--- config.mk ---
export PLATFORM = sky130hd
export DESIGN_NAME = qau_front
export DESIGN_NICKNAME = d
export VERILOG_FILES = /design/src/rtl/qau_pkg.sv /design/src/rtl/qau_front.sv
export SDC_FILE = /design/constraint.sdc
export NUM_CORES = 1
export LEC_CHECK = 0
export BUFFER_PORTS_ARGS = -buffer_cell sky130_fd_sc_hd__buf_2
export CAP_MARGIN = 40
export CORE_MARGIN = 2
export CORE_UTILIZATION = 40
export DETAILED_ROUTE_END_ITERATION = 8
export PLACE_DENSITY = 0.74
export SETUP_SLACK_MARGIN = 0.05
export SKIP_LAST_GASP = 1
export SLEW_MARGIN = 20
export SYNTH_ARGS = -nofsm -noshare
export SYNTH_HDL_FRONTEND = slang
export SYNTH_SLANG_ARGS = --single-unit
--- constraint.sdc ---
create_clock -name clk_i -period 13.3 [get_ports clk_i]
set_input_delay 1.995 -clock clk_i [delete_from_list [all_inputs] [get_ports clk_i]]
set_output_delay 1.995 -clock clk_i [all_outputs]
set_load 0.1 [all_outputs]
--- src/rtl/qau_pkg.sv ---
package qau_pkg;

  localparam int WORD_BITS = 32;
  localparam int FRAC_BITS = 16;
  localparam int WIDE_BITS = 2 * WORD_BITS + 3;

  localparam logic [2:0] OP_ADD  = 3'd0;
  localparam logic [2:0] OP_SUB  = 3'd1;
  localparam logic [2:0] OP_MUL  = 3'd2;
  localparam logic [2:0] OP_SCL  = 3'd3;
  localparam logic [2:0] OP_CONJ = 3'd4;
  localparam logic [2:0] OP_NORM = 3'd5;
  localparam logic [2:0] OP_LEN  = 3'd6;
  localparam logic [2:0] OP_LEN2 = 3'd7;

  typedef struct packed {
    logic [2:0]         op;
    logic signed [31:0] a_w;
    logic signed [31:0] a_x;
    logic signed [31:0] a_y;
    logic signed [31:0] a_z;
    logic signed [31:0] b_w;
    logic signed [31:0] b_x;
    logic signed [31:0] b_y;
    logic signed [31:0] b_z;
    logic signed [31:0] scalar_in;
  } qau_in_t;

  typedef struct packed {
    logic signed [31:0] r_w;
    logic signed [31:0] r_x;
    logic signed [31:0] r_y;
    logic signed [31:0] r_z;
    logic signed [31:0] scalar_out;
    logic               overflow;
    logic               zero_length;
  } qau_out_t;

  // item class worked out at the front
  typedef struct packed {
    logic ham;
    logic need_sqrt;
  } qau_cls_t;

  typedef struct packed {
    qau_in_t  item;
    qau_cls_t cls;
  } qau_entry_t;

  typedef struct packed {
    logic [1:0] ai;
    logic [1:0] bi;
    logic       sub;
  } qau_term_t;

  // Hamilton product: term i of component k at index 4*k+i
  function automatic qau_term_t ham_term(input logic [3:0] idx);
    qau_term_t t;
    unique case (idx)
      4'd0:    t = '{2'd0, 2'd0, 1'b0};
      4'd1:    t = '{2'd1, 2'd1, 1'b1};
      4'd2:    t = '{2'd2, 2'd2, 1'b1};
      4'd3:    t = '{2'd3, 2'd3, 1'b1};
      4'd4:    t = '{2'd0, 2'd1, 1'b0};
      4'd5:    t = '{2'd1, 2'd0, 1'b0};
      4'd6:    t = '{2'd2, 2'd3, 1'b0};
      4'd7:    t = '{2'd3, 2'd2, 1'b1};
      4'd8:    t = '{2'd0, 2'd2, 1'b0};
      4'd9:    t = '{2'd2, 2'd0, 1'b0};
      4'd10:   t = '{2'd1, 2'd3, 1'b1};
      4'd11:   t = '{2'd3, 2'd1, 1'b0};
      4'd12:   t = '{2'd0, 2'd3, 1'b0};
      4'd13:   t = '{2'd3, 2'd0, 1'b0};
      4'd14:   t = '{2'd1, 2'd2, 1'b0};
      default: t = '{2'd2, 2'd1, 1'b1};
    endcase
    return t;
  endfunction

  // {overflow, clamped word}
  function automatic logic [WORD_BITS:0] sat_word(input logic signed [WIDE_BITS-1:0] v);
    logic signed [WIDE_BITS-1:0] hi;
    logic signed [WIDE_BITS-1:0] lo;
    hi = (WIDE_BITS'(1) <<< (WORD_BITS - 1)) - WIDE_BITS'(1);
    lo = -(WIDE_BITS'(1) <<< (WORD_BITS - 1));
    if (v > hi) return {1'b1, hi[WORD_BITS-1:0]};
    else if (v < lo) return {1'b1, lo[WORD_BITS-1:0]};
    else return {1'b0, v[WORD_BITS-1:0]};
  endfunction

  // drop fraction bits, round half up
  function automatic logic signed [WIDE_BITS-1:0] round_frac(
      input logic signed [WIDE_BITS-2:0] v);
    logic signed [WIDE_BITS-1:0] t;
    t = {v[WIDE_BITS-2], v} + (WIDE_BITS'(1) <<< (FRAC_BITS - 1));
    return t >>> FRAC_BITS;
  endfunction

endpackage

--- src/rtl/qau_front.sv ---
module qau_front import qau_pkg::*; (
  input  logic       clk_i,
  input  logic       rst_ni,
  input  logic       start_i,
  output logic       busy_o,
  input  qau_in_t    item_i,
  input  logic       pop_i,
  output logic       avail_o,
  output qau_entry_t entry_o
);

  qau_entry_t mem_q [2];
  logic       wr_q, wr_d, rd_q, rd_d;
  logic [1:0] cnt_q, cnt_d;
  logic       push, pop;
  qau_cls_t   cls;

  always_comb begin
    cls.ham       = (item_i.op == OP_MUL);
    cls.need_sqrt = (item_i.op == OP_NORM) || (item_i.op == OP_LEN);
  end

  assign busy_o  = cnt_q[1];
  assign avail_o = (cnt_q != 2'd0);
  assign entry_o = mem_q[rd_q];
  assign push    = start_i && !busy_o;
  assign pop     = pop_i && avail_o;

  always_comb begin
    wr_d  = push ? !wr_q : wr_q;
    rd_d  = pop ? !rd_q : rd_q;
    cnt_d = cnt_q + {1'b0, push} - {1'b0, pop};
  end

  always_ff @(posedge clk_i or negedge rst_ni) begin
    if (!rst_ni) begin
      wr_q  <= 1'b0;
      rd_q  <= 1'b0;
      cnt_q <= 2'd0;
    end else begin
      wr_q  <= wr_d;
      rd_q  <= rd_d;
      cnt_q <= cnt_d;
    end
  end

  always_ff @(posedge clk_i) begin
    if (push) mem_q[wr_q] <= '{item: item_i, cls: cls};
  end

endmodule

Word-level counts from Yosys, hierarchy flattened
Memory sizes are Yosys's and may differ from the RTL's.
Cells that the tools add are included.
{"block": "word_totals", "reg_bits": 4, "ramBits": 586, "out_inout_bits": 295, "elab_cells": 18, "mem_count": 1}
{"memory": "mem_q", "words": 2, "word_bits": 293, "rd": 1, "rd_clocked_by_memory_dff": 0, "write_ports": 1, "line": "qau_front.sv:12", "rtl": "qau_entry_t mem_q [2];"}
{"block": "classes", "add_sub_neg": 2, "n_eq_ne": 3, "n_mux": 2, "n_reduce_logical": 7}
{"operator": "equality test 3 bit, second input constant", "count": 2}
{"operator": "equality test 3 x 2 -> 1 bit, second input constant", "count": 1}
{"operator": "zero test 1 bit", "count": 3}
{"operator": "adder 2 x 1 -> 2 bit", "count": 1}
{"operator": "logical AND 1 bit", "count": 2}
{"operator": "2-to-1 mux 1 bit", "count": 2}
{"operator": "nonzero test 2 bit", "count": 1}
{"operator": "subtractor 2 x 1 -> 2 bit", "count": 1}
{"operator": "logical OR 1 bit", "count": 1}

Depth between registers and ports, before layout
{"block": "depth", "depth_word": 4, "mapped_depth": 5}

Least setup slack after synthesis
Ideal clock, no wire load.
{"block": "synth_timing", "path_type": "in2reg", "start": "input port start_i", "end": "memory mem_q[0][0] (netlist bit), enable pin", "t_arrival_ns": 14.239, "t_required_ns": 12.346, "path_slack_ns": -1.893, "cell_stages": 2, "path_buffers": 0, "cell_sequence": "nand2b_1 -> nor2_1"}
{"block": "synth_between", "elab_chain_len": 3}
{"element": "start, declared", "line": "qau_front.sv:4", "rtl": "input logic start_i,"}
{"element": "logical AND 1 bit", "line": "qau_front.sv:26", "rtl": "assign push = start_i && !busy_o;"}
{"element": "2-to-1 mux 1 bit", "line": "qau_front.sv:48", "rtl": "if (push) mem_q[wr_q] <= '{item: item_i, cls: cls};"}
{"element": "2-to-1 mux 1 bit (not written as such)", "line": "qau_front.sv:48"}
{"element": "end, declared", "line": "qau_front.sv:12"}
No other way between the ends.

==> reports/results.tsv <==
stage	metric	value	unit
sta	hold_slack	0.563	ns
floorplanning	core-area	55300	um2
worst_setup_path	cp_top_family	buffers and inverters	
worst_setup_path	start_kind	register	
placement	place_congestion	0.795	
yosys	synth_cells	936	
job	maxCapViolations	0	
route	drc_errors	0	
route	vias_per_cell	4.64	
clocking	cts_setup_buffers	0	
worst_setup_path	crit_chain	buf_16 -> buf_12 -> mux2_4 -> buf_2	
sta	tightestPinTransition	1.24	ns
worst_setup_path	startpoint	rd_q	
worst_setup_path	r2r-start	cnt_q[1]	
route	drt_iter0_drc	554	
clocking	max-clock-path-buffers	3	
worst_setup_path	crit_slowest_cell	dfrtp_4	
clocking	clock_sinks	590	
finish	area_delta_synth_final	25.3	%
route	drtPass1Iterations	4	
finish	layout_commonest_cell	buf_2	
sta	worst_slack	7.90	ns
clocking	insertion_delay	0.59	ns
yosys	synth.distinct_cells	20	
yosys	ys_ff_latch	590	
floorplanning	dieArea	58000	um2
worst_setup_path	path_buf_inv	3	
global_routing	grt_max_degree	125	
run_status	status	finished, final reports clean	
sta	max_freq	185	MHz
sta	slew_headroom	0.173	
yosys	avgSynthCellArea	24.0	um2
yosys	ys_seq_area_frac	0.788	
sta	rsz0062_at_grt	no	
finish	fillers	4525	
floorplanning	die_w	241	um
clocking	cts_buffers	58	
floorplanning	initial_core_util	0.406	
sta	timing.final.crit_share	0.406	
placement	post-place-ws	8.51	ns
route	wl_per_cell	19.8	um
sta	period_needed	5.40	ns
global_routing	grt_pass1_wl	66.7	mm
finish	final_cell_mix	589 x buf_2, 586 x edfxtp_1, 260 x mux2_4	
worst_setup_path	worst_ep_arrival_time	3.41	ns
worst_setup_path	slowest_delay	0.75	ns
clocking	h-tree-depth	2	
route	ant_nets	0	
finish	nets	1867	
floorplanning	row_count	86	
floorplanning	ios	590	
global_routing	track_usage	0.152	
yosys	synthesis.area	22500	um2
placement	dp_hpwl	33.0	mm
sta	hold_viol	0	
global_routing	antenna_found_initial	22	
route	wirelength	47.1	mm
worst_setup_path	end_kind	primary output	
clocking	cts.clk_slew.worst_paths	0.06	ns
clocking	cts_tree	done	
hold_path	hold_class	register to register	
sta	skew	0.0112	ns
global_routing	grt-ovfl-total	0	
route	num_vias	11077	
sta	drv_slew	0	
placement	port_buffers	589	
worst_setup_path	crit_type	register to primary output	
floorplanning	die_height	241	um
worst_setup_path	worst-endpoint-required	11.31	ns
yosys	syn_nets	1232	
finish	drive_gt1_frac	0.603	
hold_path	worstHoldStart	cnt_q[0]	
sta	setup_tns	0	ns
clocking	cts_hold_buf	0	
clocking	cts_resized	0	
yosys	yosysWarnings	0	
worst_setup_path	critPathMaxFanout	124	
sta	setup_viol	0	
global_routing	grt_pass1_vias	11635	
clocking	cts-root-buf	clkbuf_16	
[sequential cells by signal, summed over array words and instances, names as in the netlist]
name / cells
mem_q: 586
rd_q: 1
wr_q: 1
cnt_q: 2
[stage by stage]
step | util | instances | area, um2
finish | 0.509 | 2385 | 28100
global route | 0.508 | 2379 | 28100
CTS | 0.507 | 2366 | 28100
detailed placement | 0.476 | 2258 | 26300
global placement | 0.472 | 2250 | 26100
floorplan | - | 936 | 22500
[final timing paths]
kind | end | slack [ns] | cells past startpoint
setup / recovery | entry_o[257] | 7.90 | 4
hold reg to reg | cnt_q[0] | 0.56 | 1
hold / removal | cnt_q[0] | 0.56 | 1
min in group asynchronous | cnt_q[0] | 1.19 | 1
setup reg to reg | mem_q[0][143] | 10.37 | 6
max in group asynchronous | rd_q | 11.98 | 1
[layout make-up]
cell class / count / area, um2 / share of cell area
antenna: 18 / 45.0 / 0.00160
clock buffer: 84 / 1550 / 0.0551
clock inverter: 24 / 194 / 0.00689
inverter: 1 / 3.75 / 0.000133
multi-input combinational: 312 / 4410 / 0.157
sequential: 590 / 17700 / 0.629
tap: 748 / 936 / 0.0333
timing repair buffer: 608 / 3290 / 0.117
[worst reg2reg max path: cells and delay by family, from the launching register on]
family | cells | cell delay (ns)
simple gates | 2 | 0.77
buf+inv | 4 | 1.37
flops | 1 | 0.42
[layer usage]
layer | track usage | vias up | wire (um)
met4 | 0.0664 | 14 | 1590
met5 | 0 | - | 90
met3 | 0.0600 | 105 | 4550
li1 | - | 5041 | -
met2 | 0.268 | 414 | 24400
met1 | 0.161 | 5503 | 16500
[Yosys cell counts, drive strengths merged]
cell type | count | area (um2)
edfxtp | 586 | 17600
xnor2 | 3 | 26.3
nor3b | 1 | 7.51
ha | 1 | 12.5
nor2b | 2 | 12.5
nand2 | 1 | 3.75
dfrtp | 4 | 100
nand2b | 1 | 6.26
mux2 | 293 | 4280
inv | 1 | 3.75
nor2 | 3 | 11.3
buf | 33 | 357
and2 | 2 | 12.5
or2 | 1 | 6.26
o21ai | 2 | 10.0
xor2 | 1 | 8.76
a21oi | 1 | 5.00
[logic make-up (layout without fill, tap and decap cells)]
group                    count (synthesis)  count (layout)  synth area share
AO/OA/AOI/OAI                            3               3          0.000668
AND/OR/NAND/NOR                         11              11           0.00267
adder cells (fa/ha/maj)                  1               1          0.000557
flip-flops                             590             590             0.788
XOR/XNOR                                 4               4           0.00156
buffers and inverters                   34             717            0.0160
other                                    0              18                 0
multiplexers                           293             293             0.190
Power is not shown: default switching activity piles up to over one toggle a cycle in this logic, so the estimate is an artifact.
